File: src/sv/ssfe_pkg.sv
// ----------------------------------------------------------------------------
// ssfe_pkg: shared definitions for the surd square factor extractor
// Field widths, rule codes, sequencer states and divider status.
// ----------------------------------------------------------------------------
package ssfe_pkg;

  localparam int RADICAND_BITS = 32;
  localparam int MAX_RESULTS   = 16;
  localparam int QUEUE_DEPTH   = 2;

  localparam int VALUE_W = 32;
  localparam int COEFF_W = 16;
  localparam int RAD_W   = 32;
  localparam int RULE_W  = 3;

  typedef enum logic [RULE_W-1:0] {
    RULE_NONE        = 3'd0,
    RULE_FOUR        = 3'd1,
    RULE_NINE        = 3'd2,
    RULE_TWENTY_FIVE = 3'd3,
    RULE_TRIAL       = 3'd4
  } rule_e;

  typedef enum logic [2:0] {
    ST_IDLE,
    ST_TRY4,
    ST_FIT,
    ST_DIV,
    ST_FOUND,
    ST_FLUSH,
    ST_NONE
  } back_state_e;

  typedef struct packed {
    logic busy;
    logic done;
  } div_stat_t;

endpackage

File: src/sv/ssfe_if.sv
// ----------------------------------------------------------------------------
// ssfe_if: item channels of the surd square factor extractor
// Input channel carries one radicand, output channel one step result.
// ----------------------------------------------------------------------------
interface ssfe_in_if;
  logic                          valid;
  logic                          ready;
  logic [ssfe_pkg::VALUE_W-1:0]  value_in;

  modport source (output valid, output value_in, input ready);
  modport sink   (input valid, input value_in, output ready);
endinterface

interface ssfe_out_if;
  logic                          valid;
  logic                          ready;
  logic [ssfe_pkg::COEFF_W-1:0]  coeff;
  logic [ssfe_pkg::RAD_W-1:0]    new_radicand;
  logic [ssfe_pkg::RAD_W-1:0]    prev_radicand;
  logic [ssfe_pkg::RAD_W-1:0]    square_removed;
  logic [ssfe_pkg::RULE_W-1:0]   rule_used;
  logic                          last;

  modport source (output valid, output coeff, output new_radicand, output prev_radicand,
                  output square_removed, output rule_used, output last, input ready);
  modport sink   (input valid, input coeff, input new_radicand, input prev_radicand,
                  input square_removed, input rule_used, input last, output ready);
endinterface

File: src/sv/ssfe_front.sv
// ----------------------------------------------------------------------------
// ssfe_front: input stage
// Accepts items, trims the radicand to its width and flags zero.
// ----------------------------------------------------------------------------
module ssfe_front #(
  parameter int RADICAND_BITS = ssfe_pkg::RADICAND_BITS
) (
  ssfe_in_if.sink                  in_i,
  input  logic                     full_i,
  output logic                     push_o,
  output logic [RADICAND_BITS:0]   data_o
);

  logic [63:0]              value_ext;
  logic [RADICAND_BITS-1:0] rad;

  assign value_ext = 64'(in_i.value_in);
  assign rad       = value_ext[RADICAND_BITS-1:0];

  assign in_i.ready = !full_i;
  assign push_o     = in_i.valid && !full_i;
  // msb flags a zero radicand
  assign data_o     = {(rad == '0), rad};

endmodule

File: src/sv/ssfe_queue.sv
// ----------------------------------------------------------------------------
// ssfe_queue: short FIFO between front and back
// Register based, one push (not full) and one pop (not empty) per cycle.
// ----------------------------------------------------------------------------
module ssfe_queue #(
  parameter int WIDTH = 8,
  parameter int DEPTH = ssfe_pkg::QUEUE_DEPTH
) (
  input  logic             clk_i,
  input  logic             rst_ni,
  input  logic             push_i,
  input  logic [WIDTH-1:0] data_i,
  output logic             full_o,
  input  logic             pop_i,
  output logic             valid_o,
  output logic [WIDTH-1:0] data_o
);

  localparam int PW = (DEPTH > 1) ? $clog2(DEPTH) : 1;
  localparam int CW = $clog2(DEPTH + 1);

  logic [WIDTH-1:0] mem_q [DEPTH];
  logic [PW-1:0]    wr_ptr_q, rd_ptr_q;
  logic [CW-1:0]    cnt_q;
  logic             do_push, do_pop;

  assign full_o  = (cnt_q == CW'(DEPTH));
  assign valid_o = (cnt_q != '0);
  assign data_o  = mem_q[rd_ptr_q];
  assign do_push = push_i && !full_o;
  assign do_pop  = pop_i && valid_o;

  always_ff @(posedge clk_i or negedge rst_ni) begin
    if (!rst_ni) begin
      wr_ptr_q <= '0;
      rd_ptr_q <= '0;
      cnt_q    <= '0;
    end else begin
      if (do_push) begin
        wr_ptr_q <= (wr_ptr_q == PW'(DEPTH - 1)) ? '0 : wr_ptr_q + 1'b1;
      end
      if (do_pop) begin
        rd_ptr_q <= (rd_ptr_q == PW'(DEPTH - 1)) ? '0 : rd_ptr_q + 1'b1;
      end
      if (do_push && !do_pop) begin
        cnt_q <= cnt_q + 1'b1;
      end else if (do_pop && !do_push) begin
        cnt_q <= cnt_q - 1'b1;
      end
    end
  end

  always_ff @(posedge clk_i) begin
    if (do_push) begin
      mem_q[wr_ptr_q] <= data_i;
    end
  end

  assert property (@(posedge clk_i) disable iff (!rst_ni) cnt_q <= CW'(DEPTH))
    else $error("queue count above depth");

endmodule

File: src/sv/ssfe_div.sv
// ----------------------------------------------------------------------------
// ssfe_div: iterative restoring divider
// One quotient bit per cycle.
// ----------------------------------------------------------------------------
module ssfe_div #(
  parameter int RADICAND_BITS = ssfe_pkg::RADICAND_BITS
) (
  input  logic                      clk_i,
  input  logic                      rst_ni,
  input  logic                      start_i,
  input  logic [RADICAND_BITS-1:0]  dividend_i,
  input  logic [RADICAND_BITS-1:0]  divisor_i,
  output ssfe_pkg::div_stat_t       stat_o,
  output logic [RADICAND_BITS-1:0]  quotient_o,
  output logic [RADICAND_BITS-1:0]  remainder_o
);

  localparam int RB = RADICAND_BITS;
  localparam int CW = $clog2(RB);

  logic [RB-1:0] rem_q, quo_q, dvs_q;
  logic [CW-1:0] cnt_q;
  logic          busy_q, done_q;
  logic [RB:0]   trial;
  logic          fits;
  logic [RB:0]   diff;

  assign trial = {rem_q, quo_q[RB-1]};
  assign fits  = (trial >= {1'b0, dvs_q});
  assign diff  = trial - {1'b0, dvs_q};

  always_ff @(posedge clk_i or negedge rst_ni) begin
    if (!rst_ni) begin
      busy_q <= 1'b0;
      done_q <= 1'b0;
      cnt_q  <= '0;
    end else begin
      done_q <= 1'b0;
      if (start_i) begin
        busy_q <= 1'b1;
        cnt_q  <= CW'(RB - 1);
      end else if (busy_q) begin
        cnt_q <= cnt_q - 1'b1;
        if (cnt_q == '0) begin
          busy_q <= 1'b0;
          done_q <= 1'b1;
        end
      end
    end
  end

  always_ff @(posedge clk_i) begin
    if (start_i) begin
      rem_q <= '0;
      quo_q <= dividend_i;
      dvs_q <= divisor_i;
    end else if (busy_q) begin
      rem_q <= fits ? diff[RB-1:0] : trial[RB-1:0];
      quo_q <= {quo_q[RB-2:0], fits};
    end
  end

  assign stat_o.busy  = busy_q;
  assign stat_o.done  = done_q;
  assign quotient_o   = quo_q;
  assign remainder_o  = rem_q;

endmodule

File: src/sv/ssfe_back.sv
// ----------------------------------------------------------------------------
// ssfe_back: step sequencer
// Tries the rules per step, holds one step back to mark the last one,
// and drives the output register.
// ----------------------------------------------------------------------------
module ssfe_back #(
  parameter int RADICAND_BITS = ssfe_pkg::RADICAND_BITS
) (
  input  logic                      clk_i,
  input  logic                      rst_ni,
  input  logic                      q_valid_i,
  input  logic [RADICAND_BITS:0]    q_data_i,
  output logic                      q_pop_o,
  output logic                      div_start_o,
  output logic [RADICAND_BITS-1:0]  div_dividend_o,
  output logic [RADICAND_BITS-1:0]  div_divisor_o,
  input  ssfe_pkg::div_stat_t       div_stat_i,
  input  logic [RADICAND_BITS-1:0]  div_quotient_i,
  input  logic [RADICAND_BITS-1:0]  div_remainder_i,
  ssfe_out_if.source                out_o
);

  localparam int RB  = RADICAND_BITS;
  localparam int SQW = RB + 2;
  localparam int RTW = RB / 2 + 2;
  localparam int CW  = $clog2(ssfe_pkg::MAX_RESULTS + 1);
  localparam int CF  = ssfe_pkg::COEFF_W;

  ssfe_pkg::back_state_e state_q, state_d;

  logic [RB-1:0]  r_q, r_d;
  logic [CF-1:0]  c_q, c_d;
  logic [CW-1:0]  cnt_q, cnt_d;

  logic [SQW-1:0]   cand_sq_q, cand_sq_d;
  logic [RTW-1:0]   cand_root_q, cand_root_d;
  ssfe_pkg::rule_e  cand_rule_q, cand_rule_d;
  logic             cand_hi_q, cand_hi_d;

  logic [CF-1:0]    st_coeff_q, st_coeff_d;
  logic [RB-1:0]    st_next_q, st_next_d;
  logic [SQW-1:0]   st_sq_q, st_sq_d;
  ssfe_pkg::rule_e  st_rule_q, st_rule_d;

  logic             pend_v_q, pend_v_d;
  logic [CF-1:0]    pend_coeff_q, pend_coeff_d;
  logic [RB-1:0]    pend_next_q, pend_next_d;
  logic [RB-1:0]    pend_prev_q, pend_prev_d;
  logic [SQW-1:0]   pend_sq_q, pend_sq_d;
  ssfe_pkg::rule_e  pend_rule_q, pend_rule_d;

  logic                          out_v_q, out_v_d;
  logic [CF-1:0]                 out_coeff_q, out_coeff_d;
  logic [ssfe_pkg::RAD_W-1:0]    out_new_q, out_new_d;
  logic [ssfe_pkg::RAD_W-1:0]    out_prev_q, out_prev_d;
  logic [ssfe_pkg::RAD_W-1:0]    out_sq_q, out_sq_d;
  ssfe_pkg::rule_e               out_rule_q, out_rule_d;
  logic                          out_last_q, out_last_d;

  logic        out_free;
  logic [63:0] r64, pend_next64, pend_prev64, pend_sq64;
  logic [31:0] root_ext;

  assign out_free    = !out_v_q || out_o.ready;
  assign r64         = 64'(r_q);
  assign pend_next64 = 64'(pend_next_q);
  assign pend_prev64 = 64'(pend_prev_q);
  assign pend_sq64   = 64'(pend_sq_q);
  assign root_ext    = 32'(cand_root_q);

  assign div_dividend_o = r_q;
  assign div_divisor_o  = cand_sq_q[RB-1:0];

  always_ff @(posedge clk_i or negedge rst_ni) begin
    if (!rst_ni) begin
      state_q  <= ssfe_pkg::ST_IDLE;
      cnt_q    <= '0;
      pend_v_q <= 1'b0;
      out_v_q  <= 1'b0;
    end else begin
      state_q  <= state_d;
      cnt_q    <= cnt_d;
      pend_v_q <= pend_v_d;
      out_v_q  <= out_v_d;
    end
  end

  always_ff @(posedge clk_i) begin
    r_q          <= r_d;
    c_q          <= c_d;
    cand_sq_q    <= cand_sq_d;
    cand_root_q  <= cand_root_d;
    cand_rule_q  <= cand_rule_d;
    cand_hi_q    <= cand_hi_d;
    st_coeff_q   <= st_coeff_d;
    st_next_q    <= st_next_d;
    st_sq_q      <= st_sq_d;
    st_rule_q    <= st_rule_d;
    pend_coeff_q <= pend_coeff_d;
    pend_next_q  <= pend_next_d;
    pend_prev_q  <= pend_prev_d;
    pend_sq_q    <= pend_sq_d;
    pend_rule_q  <= pend_rule_d;
    out_coeff_q  <= out_coeff_d;
    out_new_q    <= out_new_d;
    out_prev_q   <= out_prev_d;
    out_sq_q     <= out_sq_d;
    out_rule_q   <= out_rule_d;
    out_last_q   <= out_last_d;
  end

  always_comb begin
    state_d      = state_q;
    r_d          = r_q;
    c_d          = c_q;
    cnt_d        = cnt_q;
    cand_sq_d    = cand_sq_q;
    cand_root_d  = cand_root_q;
    cand_rule_d  = cand_rule_q;
    cand_hi_d    = cand_hi_q;
    st_coeff_d   = st_coeff_q;
    st_next_d    = st_next_q;
    st_sq_d      = st_sq_q;
    st_rule_d    = st_rule_q;
    pend_v_d     = pend_v_q;
    pend_coeff_d = pend_coeff_q;
    pend_next_d  = pend_next_q;
    pend_prev_d  = pend_prev_q;
    pend_sq_d    = pend_sq_q;
    pend_rule_d  = pend_rule_q;
    out_v_d      = out_v_q;
    out_coeff_d  = out_coeff_q;
    out_new_d    = out_new_q;
    out_prev_d   = out_prev_q;
    out_sq_d     = out_sq_q;
    out_rule_d   = out_rule_q;
    out_last_d   = out_last_q;
    q_pop_o      = 1'b0;
    div_start_o  = 1'b0;

    if (out_v_q && out_o.ready) begin
      out_v_d = 1'b0;
    end

    unique case (state_q)
      ssfe_pkg::ST_IDLE: begin
        if (q_valid_i) begin
          q_pop_o  = 1'b1;
          r_d      = q_data_i[RB-1:0];
          c_d      = CF'(1);
          cnt_d    = '0;
          pend_v_d = 1'b0;
          state_d  = q_data_i[RB] ? ssfe_pkg::ST_NONE : ssfe_pkg::ST_TRY4;
        end
      end
      ssfe_pkg::ST_TRY4: begin
        if (r_q[1:0] == 2'b00) begin
          st_coeff_d = {c_q[CF-2:0], 1'b0};
          st_next_d  = r_q >> 2;
          st_sq_d    = SQW'(4);
          st_rule_d  = ssfe_pkg::RULE_FOUR;
          state_d    = ssfe_pkg::ST_FOUND;
        end else begin
          cand_sq_d   = SQW'(9);
          cand_root_d = RTW'(3);
          cand_rule_d = ssfe_pkg::RULE_NINE;
          cand_hi_d   = 1'b0;
          state_d     = ssfe_pkg::ST_FIT;
        end
      end
      ssfe_pkg::ST_FIT: begin
        // candidates never shrink, so the first one above r ends the search
        if (cand_sq_q <= SQW'(r_q)) begin
          div_start_o = 1'b1;
          state_d     = ssfe_pkg::ST_DIV;
        end else begin
          state_d = pend_v_q ? ssfe_pkg::ST_FLUSH : ssfe_pkg::ST_NONE;
        end
      end
      ssfe_pkg::ST_DIV: begin
        if (div_stat_i.done) begin
          if (div_remainder_i == '0) begin
            st_coeff_d = CF'(c_q * root_ext[CF-1:0]);
            st_next_d  = div_quotient_i;
            st_sq_d    = cand_sq_q;
            st_rule_d  = cand_rule_q;
            state_d    = ssfe_pkg::ST_FOUND;
          end else begin
            case (cand_rule_q)
              ssfe_pkg::RULE_NINE: begin
                cand_sq_d   = SQW'(25);
                cand_root_d = RTW'(5);
                cand_rule_d = ssfe_pkg::RULE_TWENTY_FIVE;
              end
              ssfe_pkg::RULE_TWENTY_FIVE: begin
                cand_sq_d   = SQW'(25);
                cand_root_d = RTW'(5);
                cand_rule_d = ssfe_pkg::RULE_TRIAL;
                cand_hi_d   = 1'b0;
              end
              default: begin
                // (a+2)^2 = a^2+4a+4 ; (a+4)^2 = a^2+8a+16
                if (cand_hi_q) begin
                  cand_sq_d   = cand_sq_q + (SQW'(cand_root_q) << 3) + SQW'(16);
                  cand_root_d = cand_root_q + RTW'(4);
                  cand_hi_d   = 1'b0;
                end else begin
                  cand_sq_d   = cand_sq_q + (SQW'(cand_root_q) << 2) + SQW'(4);
                  cand_root_d = cand_root_q + RTW'(2);
                  cand_hi_d   = 1'b1;
                end
              end
            endcase
            state_d = ssfe_pkg::ST_FIT;
          end
        end
      end
      ssfe_pkg::ST_FOUND: begin
        if (!pend_v_q || out_free) begin
          if (pend_v_q) begin
            out_v_d     = 1'b1;
            out_coeff_d = pend_coeff_q;
            out_new_d   = pend_next64[ssfe_pkg::RAD_W-1:0];
            out_prev_d  = pend_prev64[ssfe_pkg::RAD_W-1:0];
            out_sq_d    = pend_sq64[ssfe_pkg::RAD_W-1:0];
            out_rule_d  = pend_rule_q;
            out_last_d  = 1'b0;
          end
          pend_v_d     = 1'b1;
          pend_coeff_d = st_coeff_q;
          pend_next_d  = st_next_q;
          pend_prev_d  = r_q;
          pend_sq_d    = st_sq_q;
          pend_rule_d  = st_rule_q;
          c_d          = st_coeff_q;
          r_d          = st_next_q;
          cnt_d        = cnt_q + 1'b1;
          if (CW'(cnt_q + 1'b1) == CW'(ssfe_pkg::MAX_RESULTS)) begin
            state_d = ssfe_pkg::ST_FLUSH;
          end else begin
            state_d = ssfe_pkg::ST_TRY4;
          end
        end
      end
      ssfe_pkg::ST_FLUSH: begin
        if (out_free) begin
          out_v_d     = 1'b1;
          out_coeff_d = pend_coeff_q;
          out_new_d   = pend_next64[ssfe_pkg::RAD_W-1:0];
          out_prev_d  = pend_prev64[ssfe_pkg::RAD_W-1:0];
          out_sq_d    = pend_sq64[ssfe_pkg::RAD_W-1:0];
          out_rule_d  = pend_rule_q;
          out_last_d  = 1'b1;
          pend_v_d    = 1'b0;
          state_d     = ssfe_pkg::ST_IDLE;
        end
      end
      ssfe_pkg::ST_NONE: begin
        if (out_free) begin
          out_v_d     = 1'b1;
          out_coeff_d = CF'(1);
          out_new_d   = r64[ssfe_pkg::RAD_W-1:0];
          out_prev_d  = r64[ssfe_pkg::RAD_W-1:0];
          out_sq_d    = '0;
          out_rule_d  = ssfe_pkg::RULE_NONE;
          out_last_d  = 1'b1;
          state_d     = ssfe_pkg::ST_IDLE;
        end
      end
      default: begin
        state_d = ssfe_pkg::ST_IDLE;
      end
    endcase
  end

  assign out_o.valid          = out_v_q;
  assign out_o.coeff          = out_coeff_q;
  assign out_o.new_radicand   = out_new_q;
  assign out_o.prev_radicand  = out_prev_q;
  assign out_o.square_removed = out_sq_q;
  assign out_o.rule_used      = out_rule_q;
  assign out_o.last           = out_last_q;

  assert property (@(posedge clk_i) disable iff (!rst_ni)
    (state_q == ssfe_pkg::ST_DIV) |-> (div_stat_i.busy || div_stat_i.done))
    else $error("waiting on divider that is not running");

  assert property (@(posedge clk_i) disable iff (!rst_ni)
    (out_v_q && out_rule_q == ssfe_pkg::RULE_NONE) |-> out_last_q)
    else $error("rule none item without last");

  assert property (@(posedge clk_i) disable iff (!rst_ni)
    pend_v_q |-> (cnt_q != '0))
    else $error("held step without a step count");

  assert property (@(posedge clk_i) disable iff (!rst_ni)
    cnt_q <= CW'(ssfe_pkg::MAX_RESULTS))
    else $error("step count above cap");

endmodule

File: src/sv/surd_square_factor_extractor.sv
// ----------------------------------------------------------------------------
// surd_square_factor_extractor: square factor extraction for a radicand
// Front accepts radicands into a short queue; the back sequencer divides
// out one square per step and emits one item per step.
// ----------------------------------------------------------------------------
// Steps: the rule four test comes first after an item is popped; every other candidate
//   square (9, 25, then 25, 49, 121, 169, ...) is tried in the bit-serial divider;
//   one item per step, the item of the last step carries last, and a single rule none
//   item with last if no square divides out.
// Flow: one radicand at a time in the back; divider runs and output back-pressure set the pace.
// Reset: asynchronous active low, clears queue, sequencer and output valid.
module surd_square_factor_extractor #(
  parameter int RADICAND_BITS = ssfe_pkg::RADICAND_BITS,
  parameter int QUEUE_DEPTH   = ssfe_pkg::QUEUE_DEPTH
) (
  input  logic        clk_i,
  input  logic        rst_ni,
  ssfe_in_if.sink     in_i,
  ssfe_out_if.source  out_o
);

  logic                      q_full, q_push, q_valid, q_pop;
  logic [RADICAND_BITS:0]    q_wdata, q_rdata;
  logic                      div_start;
  logic [RADICAND_BITS-1:0]  div_dividend, div_divisor, div_quotient, div_remainder;
  ssfe_pkg::div_stat_t       div_stat;

  ssfe_front #(
    .RADICAND_BITS (RADICAND_BITS)
  ) u_front (
    .in_i   (in_i),
    .full_i (q_full),
    .push_o (q_push),
    .data_o (q_wdata)
  );

  ssfe_queue #(
    .WIDTH (RADICAND_BITS + 1),
    .DEPTH (QUEUE_DEPTH)
  ) u_queue (
    .clk_i   (clk_i),
    .rst_ni  (rst_ni),
    .push_i  (q_push),
    .data_i  (q_wdata),
    .full_o  (q_full),
    .pop_i   (q_pop),
    .valid_o (q_valid),
    .data_o  (q_rdata)
  );

  ssfe_div #(
    .RADICAND_BITS (RADICAND_BITS)
  ) u_div (
    .clk_i       (clk_i),
    .rst_ni      (rst_ni),
    .start_i     (div_start),
    .dividend_i  (div_dividend),
    .divisor_i   (div_divisor),
    .stat_o      (div_stat),
    .quotient_o  (div_quotient),
    .remainder_o (div_remainder)
  );

  ssfe_back #(
    .RADICAND_BITS (RADICAND_BITS)
  ) u_back (
    .clk_i           (clk_i),
    .rst_ni          (rst_ni),
    .q_valid_i       (q_valid),
    .q_data_i        (q_rdata),
    .q_pop_o         (q_pop),
    .div_start_o     (div_start),
    .div_dividend_o  (div_dividend),
    .div_divisor_o   (div_divisor),
    .div_stat_i      (div_stat),
    .div_quotient_i  (div_quotient),
    .div_remainder_i (div_remainder),
    .out_o           (out_o)
  );

endmodule
File: src/flat_wrapper.sv
// flat-port wrapper written by rule: the top's interface ports become plain ports
module surd_square_factor_extractor_flat 
#(
  parameter int RADICAND_BITS = ssfe_pkg::RADICAND_BITS,
  parameter int QUEUE_DEPTH   = ssfe_pkg::QUEUE_DEPTH
)
  (clk_i, rst_ni, in_i_valid, in_i_value_in, in_i_ready, out_o_valid, out_o_coeff, out_o_new_radicand, out_o_prev_radicand, out_o_square_removed, out_o_rule_used, out_o_last, out_o_ready);
  ssfe_in_if in_i_i ();
  ssfe_out_if out_o_i ();
  input  logic clk_i;
  input  logic rst_ni;
  input wire logic [$bits(in_i_i.valid)-1:0] in_i_valid;
  input wire logic [$bits(in_i_i.value_in)-1:0] in_i_value_in;
  output wire logic [$bits(in_i_i.ready)-1:0] in_i_ready;
  output wire logic [$bits(out_o_i.valid)-1:0] out_o_valid;
  output wire logic [$bits(out_o_i.coeff)-1:0] out_o_coeff;
  output wire logic [$bits(out_o_i.new_radicand)-1:0] out_o_new_radicand;
  output wire logic [$bits(out_o_i.prev_radicand)-1:0] out_o_prev_radicand;
  output wire logic [$bits(out_o_i.square_removed)-1:0] out_o_square_removed;
  output wire logic [$bits(out_o_i.rule_used)-1:0] out_o_rule_used;
  output wire logic [$bits(out_o_i.last)-1:0] out_o_last;
  input wire logic [$bits(out_o_i.ready)-1:0] out_o_ready;
  assign in_i_i.valid = in_i_valid;
  assign in_i_i.value_in = in_i_value_in;
  assign in_i_ready = in_i_i.ready;
  assign out_o_valid = out_o_i.valid;
  assign out_o_coeff = out_o_i.coeff;
  assign out_o_new_radicand = out_o_i.new_radicand;
  assign out_o_prev_radicand = out_o_i.prev_radicand;
  assign out_o_square_removed = out_o_i.square_removed;
  assign out_o_rule_used = out_o_i.rule_used;
  assign out_o_last = out_o_i.last;
  assign out_o_i.ready = out_o_ready;
  surd_square_factor_extractor #(.RADICAND_BITS(RADICAND_BITS), .QUEUE_DEPTH(QUEUE_DEPTH)) u_core (.clk_i(clk_i), .rst_ni(rst_ni), .in_i(in_i_i), .out_o(out_o_i));
endmodule
File: config.mk
export PLATFORM = sky130hd
export DESIGN_NAME = surd_square_factor_extractor_flat
export DESIGN_NICKNAME = d
export VERILOG_FILES = /design/src/sv/ssfe_pkg.sv /design/src/sv/ssfe_if.sv /design/src/sv/ssfe_front.sv /design/src/sv/ssfe_queue.sv /design/src/sv/ssfe_div.sv /design/src/sv/ssfe_back.sv /design/src/sv/surd_square_factor_extractor.sv /design/src/flat_wrapper.sv
export SDC_FILE = /design/constraint.sdc
export NUM_CORES = 1
export LEC_CHECK = 0
export BUFFER_PORTS_ARGS = -buffer_cell sky130_fd_sc_hd__clkbuf_2
export CORE_UTILIZATION = 55
export DETAILED_ROUTE_END_ITERATION = 8
export PLACE_DENSITY = 0.81
export SYNTH_ARGS = -nofsm -noshare
export SYNTH_HDL_FRONTEND = slang
export SYNTH_SLANG_ARGS = --single-unit
File: constraint.sdc
create_clock -name clk_i -period 10.52 [get_ports clk_i]
set_clock_uncertainty 0.1 [all_clocks]
set_input_delay 2.104 -clock clk_i [delete_from_list [all_inputs] [get_ports clk_i]]
set_output_delay 2.104 -clock clk_i [all_outputs]
set_load 0.01 [all_outputs]
=== Yosys cells after proc, flatten, opt, wreduce, memory -nomap -nowiden ===
Memories as Yosys holds them, arrays and structs flattened.
Cells that the tools add are included.

* Register bits after elaboration: 535
* Bits in writable memories: 66
* Input port bits: 36
* Output and inout bits: 118
* Word-level logic and storage cells: 228
* Memories kept: 1

* $add $sub $neg: 13
* Multipliers: 1
* $lt $le $gt $ge: 2
* Equality and inequality tests: 23
* Mux-type cells: 116
* Reductions and logical operators: 38

{| class="wikitable"
|+ Memory list
! memory !! words !! width !! read ports !! clocked after memory_dff !! write ports !! RTL line !! source
|-
| u_core.u_queue.mem_q || 2 || 33 || 1 || 0 || 1 || ssfe_queue.sv:22 || <nowiki>logic [WIDTH-1:0] mem_q [DEPTH];</nowiki>
|}

{| class="wikitable"
|+ Operator list
! cell !! count
|-
| $mux W32 || 22
|-
| $pmux W32 S3 || 3
|-
| $pmux W32 S2 || 3
|-
| $mux W34 || 5
|-
| $mux W16 || 9
|-
| $mux W18 || 5
|-
| $pmux W34 S2 || 1
|-
| $logic_not A32 Y1 || 2
|-
| $pmux W16 S2 || 2
|-
| $mux W3 || 18
|-
| $pmux W16 S3 || 1
|-
| $pmux W18 S2 || 1
|-
| $add A34 B20 Y34 || 1
|-
| $add A34 B21 Y34 || 1
|-
| $add A34 B3 Y34 const B || 1
|-
| $add A34 B5 Y34 const B || 1
|-
| $le A34 B32 Y1 || 1
|-
| $ge A33 B32 Y1 || 1
|-
| $sub A32 B32 Y32 || 1
|-
| $mux W1 || 28
|-
| $mux W5 || 4
|-
| $reduce_and A4 Y1 || 5
|-
| $add A18 B2 Y18 const B || 1
|-
| $add A18 B3 Y18 const B || 1
|-
| other kinds (33) || 75
|}

=== Logic depth before layout (Yosys ltp) ===
* Depth in word-level cells: 8
* Depth in mapped cells: 22
* Mapped depth without buffers: 21

=== Cells and area by module ===
Synthesis repeated with hierarchy kept, for this count alone.

* Cells, all modules: 2771
* Area total of the unflattened synthesis: 32407.3 um^2

{| class="wikitable"
|+ Modules (own cells, without submodules)
! module !! times used !! cells each !! area an instance (um^2) !! sequential area each (um^2)
|-
| ssfe_back || 1 || 2015 || 23412.5 || 12592.1
|-
| ssfe_div || 1 || 589 || 5938.2 || 2737.6
|-
| ssfe_queue || 1 || 122 || 2733.9 || 2082.0
|-
| ssfe_front || 1 || 45 || 322.8 || 0.0
|}

=== Least setup slack after synthesis ===
OpenSTA, ideal clock, no wires.

* Path type: in2reg
* From: input out_o_ready
* To: register u_core.u_back.out_coeff_q[0], in the netlist u_core.u_back.out_o.coeff[0] (enable)
* Setup time: 588 ps
* Arrival time: 6938 ps
* Required time: 9832 ps
* Path slack: 2894 ps
* Stages: 2
* Path buffers: 0
* Cells stage by stage: nor2b_1 nor2_1

* Cells in the longest elaborated chain, start to end: 4
* Elaborated cells between the ends (all ways): 6
* Those cells by class: eq/ne: 3; reduce/logical: 3

{| class="wikitable"
|+ Ends and longest elaborated chain
! what !! RTL line !! source
|-
| from (decl) || flat_wrapper.sv:22 || <nowiki>input wire logic [$bits(out_o_i.ready)-1:0] out_o_ready;</nowiki>
|-
| $logic_or A1 B1 Y1 (*) || ssfe_back.sv:64 || <nowiki>assign out_free = !out_v_q || out_o.ready;</nowiki>
|-
| $logic_or A1 B1 Y1 || ssfe_back.sv:219 || <nowiki>if (!pend_v_q || out_free) begin</nowiki>
|-
| $ne A2 B2 Y1 (no line) || -- ||
|-
| $reduce_and A5 Y1 (no line) (*) || -- ||
|-
| to (signal assigned) || ssfe_back.sv:104 || <nowiki>out_coeff_q <= out_coeff_d;</nowiki>
|-
| to (decl) || ssfe_back.sv:53 || <nowiki>logic [CF-1:0] out_coeff_q, out_coeff_d;</nowiki>
|}

Mark *: on every way between the ends. The rest lies on a longest branch, timed or not.
A chain may end at the register's enable or synchronous reset.

=== Worst setup path after layout ===
* From: register u_core.u_back.cand_root_q[6]
* To: register u_core.u_back.st_coeff_q[15] (data pin)

* Cells in the longest elaborated chain, start to end: 4

{| class="wikitable"
|+ Ends and longest elaborated chain
! what !! RTL line !! source
|-
| from (decl) || ssfe_back.sv:36 || <nowiki>logic [RTW-1:0] cand_root_q, cand_root_d;</nowiki>
|-
| from (signal assigned) || ssfe_back.sv:92 || <nowiki>cand_root_q <= cand_root_d;</nowiki>
|-
| $mul A16 B16 Y16 || ssfe_back.sv:183 || <nowiki>st_coeff_d = CF'(c_q * root_ext[CF-1:0]);</nowiki>
|-
| $mux W16 || ssfe_back.sv:182 || <nowiki>if (div_remainder_i == '0) begin</nowiki>
|-
| $mux W16 || ssfe_back.sv:181 || <nowiki>if (div_stat_i.done) begin</nowiki>
|-
| $pmux W16 S2 || ssfe_back.sv:145 || <nowiki>unique case (state_q)</nowiki>
|-
| via u_core.u_back.st_coeff_d[15] || ssfe_back.sv:40 || <nowiki>logic [CF-1:0] st_coeff_q, st_coeff_d;</nowiki>
|-
| to (signal assigned) || ssfe_back.sv:95 || <nowiki>st_coeff_q <= st_coeff_d;</nowiki>
|-
| to (decl) || ssfe_back.sv:40 ||
|}

The timed path passes the listed nets, and every way through them passes these cells. The select of a mux whose other input is x is not followed.

==> results.json <==
{
  "outcome": "completed",
  "cp.arrival_ns": 6.43,
  "coreArea_um2": 56390,
  "dp_cells": 3546,
  "synth_seq_cells": 591,
  "seq_area_um2": 17320,
  "post-route-drc-count": 0,
  "cts_hold_buffers": 0,
  "holdPathEnd": "u_core.u_back.pend_sq_q[16]",
  "cts_root_buffer": "clkbuf_16",
  "rows": 87,
  "io_pins": 154,
  "grt_pass1_wl_mm": 117.8,
  "worst_slew_pin_slew_ns": 1.237,
  "worst_hold_slack_ns": 0.3039,
  "min_period_over_period": 0.5892,
  "finalCriticalPeriod_ns": 6.199,
  "power.density_nw_per_um2": 141.6,
  "finalWorstSetupSlack_ns": 4.321,
  "setup-tns-final_ns": 0,
  "drv_cap": 0,
  "final-hold-violation-count": 0,
  "yosysWarnings": 0,
  "first_global_vias": 21350,
  "fmax_mhz": 161.3,
  "setup_viol": 0,
  "cts_tree": "built",
  "hold_path_class": "flop to flop",
  "cts-resized-gates": 0,
  "startpoint_type": "flop",
  "reg2reg_slack_ns": 4.32,
  "synthesis.area_um2": 31420,
  "grt_usage": 0.2635,
  "dieHeight_um": 241.0,
  "hold_path_startpoint": "u_core.u_back.st_sq_q[16]",
  "syn_avg_cell_area_um2": 11.54,
  "grt_antenna_before_repair": 1,
  "clock-sinks": 591,
  "dieArea_um2": 58080,
  "die_w_um": 241.0,
  "cts_buffer_depth": 3,
  "cp_max_fo": 16,
  "synthArstFlopShare": 0.03553,
  "total_power_uw": 4946,
  "slowest_stage": "edfxtp_1",
  "ant_nets": 0,
  "nNetsFinal": 3151,
  "post-cts-setup-buffers": 0,
  "grt_max_degree": 92,
  "cts_htree_levels": 2,
  "reg2reg_depth": 20,
  "mostFrequentLayoutCells": "edfxtp_1, nand2_1, inv_1",
  "slowest_delay_ns": 0.63,
  "peakVddDrop_mv": 0.1595,
  "wirelength_mm": 76.70,
  "ys_types": 75,
  "rsz0062_at_grt": "no",
  "firstDrtPassIters": 8,
  "synth_edf_count": 538,
  "synth_flop_cell": "edfxtp_1",
  "pre_cts_slack_ns": 4.399,
  "drtIter0Drc": 2114,
  "io_buffer_count": 152,
  "cp_cell_sequence": "and2_1 -> fa_1 -> inv_1 -> fa_1 -> inv_1 -> fa_1 -> inv_1 -> fa_1 -> inv_1 -> fa_1 -> inv_1 -> fa_1 -> inv_1 -> ha_1 -> and2_1 -> o21ai_0 -> o31ai_1 -> o41ai_1 -> xnor2_1 -> o21ai_0",
  "syn_inst": 2723,
  "layout.cells.non_filler": 3653,
  "multi_input_comb_area_um2": 12810,
  "via_count": 21610,
  "leakagePower_uw": 0.01410,
  "cp-end-kind": "flop",
  "overflow": 0,
  "initial_utilization": 0.5571,
  "worstReg2RegEnd": "u_core.u_back.st_coeff_q[15]",
  "path_clk_slew_ns": 0.07,
  "fillers": 4264,
  "slew_viol_final": 0,
  "layout_commonest_cell": "edfxtp_1",
  "routedWlPerCell_um": 21.00,
  "hold_depth": 0,
  "worstPathRequired_ns": 10.76,
  "r2r_start": "u_core.u_back.cand_root_q[6]",
  "seq_area_frac_synth": 0.5514,
  "area_growth_syn_to_layout_pct": 11.17,
  "syn_nets": 3026,
  "drive_above_1_share": 0.1157,
  "cts_buffers": 56,
  "clk-insertion-delay-late_ns": 0.63,
  "criticalPathCategory": "flop to flop",
  "place_hpwl_mm": 51.55,
  "maxSlewHeadroom": 0.1747,
  "gp_congestion": 0.9187,
  "via_per_inst": 5.916
}
[worst max-delay path by stage]
stage / startpoint / to / slack [ns] / depth (start not counted)
floorplan: out_o_ready / u_core.u_back.out_o.coeff[0] / 2.89 / 2
global placement: u_core.u_back.cand_root_q[6] / u_core.u_back.st_coeff_q[15] / 4.45 / 20
detailed placement: u_core.u_back.cand_root_q[6] / u_core.u_back.st_coeff_q[15] / 4.40 / 20
CTS: u_core.u_back.cand_root_q[6] / u_core.u_back.st_coeff_q[15] / 4.31 / 20
global route: u_core.u_back.cand_root_q[5] / u_core.u_back.st_coeff_q[15] / 4.00 / 20
finish: u_core.u_back.cand_root_q[6] / u_core.u_back.st_coeff_q[15] / 4.32 / 20
[registers in the layout, summed over array words and instances, names as in the netlist, 16 cells and up]
name / flops
u_core.u_back.c_q: 16
u_core.u_back.cand_root_q: 17
u_core.u_back.cand_sq_q: 31
u_core.u_back.div_dividend_o: 32
u_core.u_back.out_o.coeff: 16
u_core.u_back.out_o.new_radicand: 32
u_core.u_back.out_o.prev_radicand: 32
u_core.u_back.out_o.square_removed: 31
u_core.u_back.pend_coeff_q: 16
u_core.u_back.pend_next_q: 32
u_core.u_back.pend_prev_q: 32
u_core.u_back.pend_sq_q: 31
u_core.u_back.st_coeff_q: 16
u_core.u_back.st_next_q: 32
u_core.u_back.st_sq_q: 31
u_core.u_div.dvs_q: 29
u_core.u_div.quotient_o: 32
u_core.u_div.remainder_o: 32
u_core.u_queue.mem_q: 66
[layout make-up]
class                           count  share of cell area
Clock buffer                       61             0.04066
Antenna cell                        2           0.0001433
Timing Repair Buffer              175             0.02673
Inverter                          236             0.02544
Clock inverter                     44             0.01702
Sequential cell                   591              0.4960
Tap cell                          756             0.02708
Multi-Input combinational cell   1788              0.3669
[critical path, delay by kind of cell (launching register included)]
family | cells | cell delay [ns]
buf+inv | 6 | 0.31
compound gates | 4 | 0.73
simple gates | 2 | 0.49
flops | 1 | 0.63
xor+xnor | 1 | 0.16
fa+ha+maj | 7 | 3.48
[layer usage]
metal	global-route usage	wire length (um)	vias to the layer above	share of wire
met5	0	0	-	0
met4	0.09398	2511	0	0.033
met3	0.03957	5768	189	0.075
met2	0.4407	37650	1002	0.49
met1	0.3500	30780	10550	0.40
li1	-	-	9865	-
[report_power, final]
part,switching [uW],internal (uW),total (uW)
clock,917,1280,2200
sequential,23.1,2610,2630
combinational,77.4,33.3,111
total,1020,3930,4950
[kinds of logic after synthesis]
| group | share of synthesized area |
|---|---|
| buf+inv | 0.04218 |
| xor+xnor | 0.03178 |
| compound gates | 0.08563 |
| simple gates | 0.1333 |
| flops | 0.5514 |
| fa+ha+maj | 0.1259 |
| mux | 0.02971 |
| other cells | 0.0001194 |
[cell usage after synthesis, types with 4 or more instances]
cell type  count  area share
a2111oi_0      4      0.0011
a211oi_1      38      0.0091
a21o_1        33      0.0079
a21oi_1      101       0.016
a311oi_1       7      0.0020
a31oi_1       11      0.0022
and2_1        98       0.020
and3_1        66       0.013
buf_1          4     0.00048
clkbuf_1      96       0.011
dfrtp_1       21       0.017
dfxtp_1       32       0.020
edfxtp_1     538        0.51
fa_1          82       0.052
ha_1         185       0.074
inv_1        233       0.028
mux2_2        34       0.012
mux2i_1       55       0.018
nand2_1      404       0.048
nand2b_1      24      0.0048
nand3_1       29      0.0046
nand4_1       20      0.0040
nor2_1       135       0.016
nor2b_1       15      0.0030
nor3_1        27      0.0043
nor3b_1        6      0.0014
nor4_1        24      0.0048
o2111ai_1      6      0.0017
o211ai_1       4     0.00096
o21a_1        17      0.0041
o21ai_0      146       0.023
o21bai_1       7      0.0017
o22ai_1        5      0.0010
o31a_1         4      0.0011
o31ai_1        9      0.0022
or2_2          6      0.0012
or3_1         23      0.0046
xnor2_1       74       0.021
xor2_1        40       0.011
[through the flow]
step           area, um^2    util
6_report            34920  0.6194
5_1_grt             34920  0.6193
4_1_cts             34920  0.6193
3_5_place_dp        32910  0.5836
3_3_place_gp        32910  0.5836
2_1_floorplan       31420       -
(Power assumes the default switching activity.)
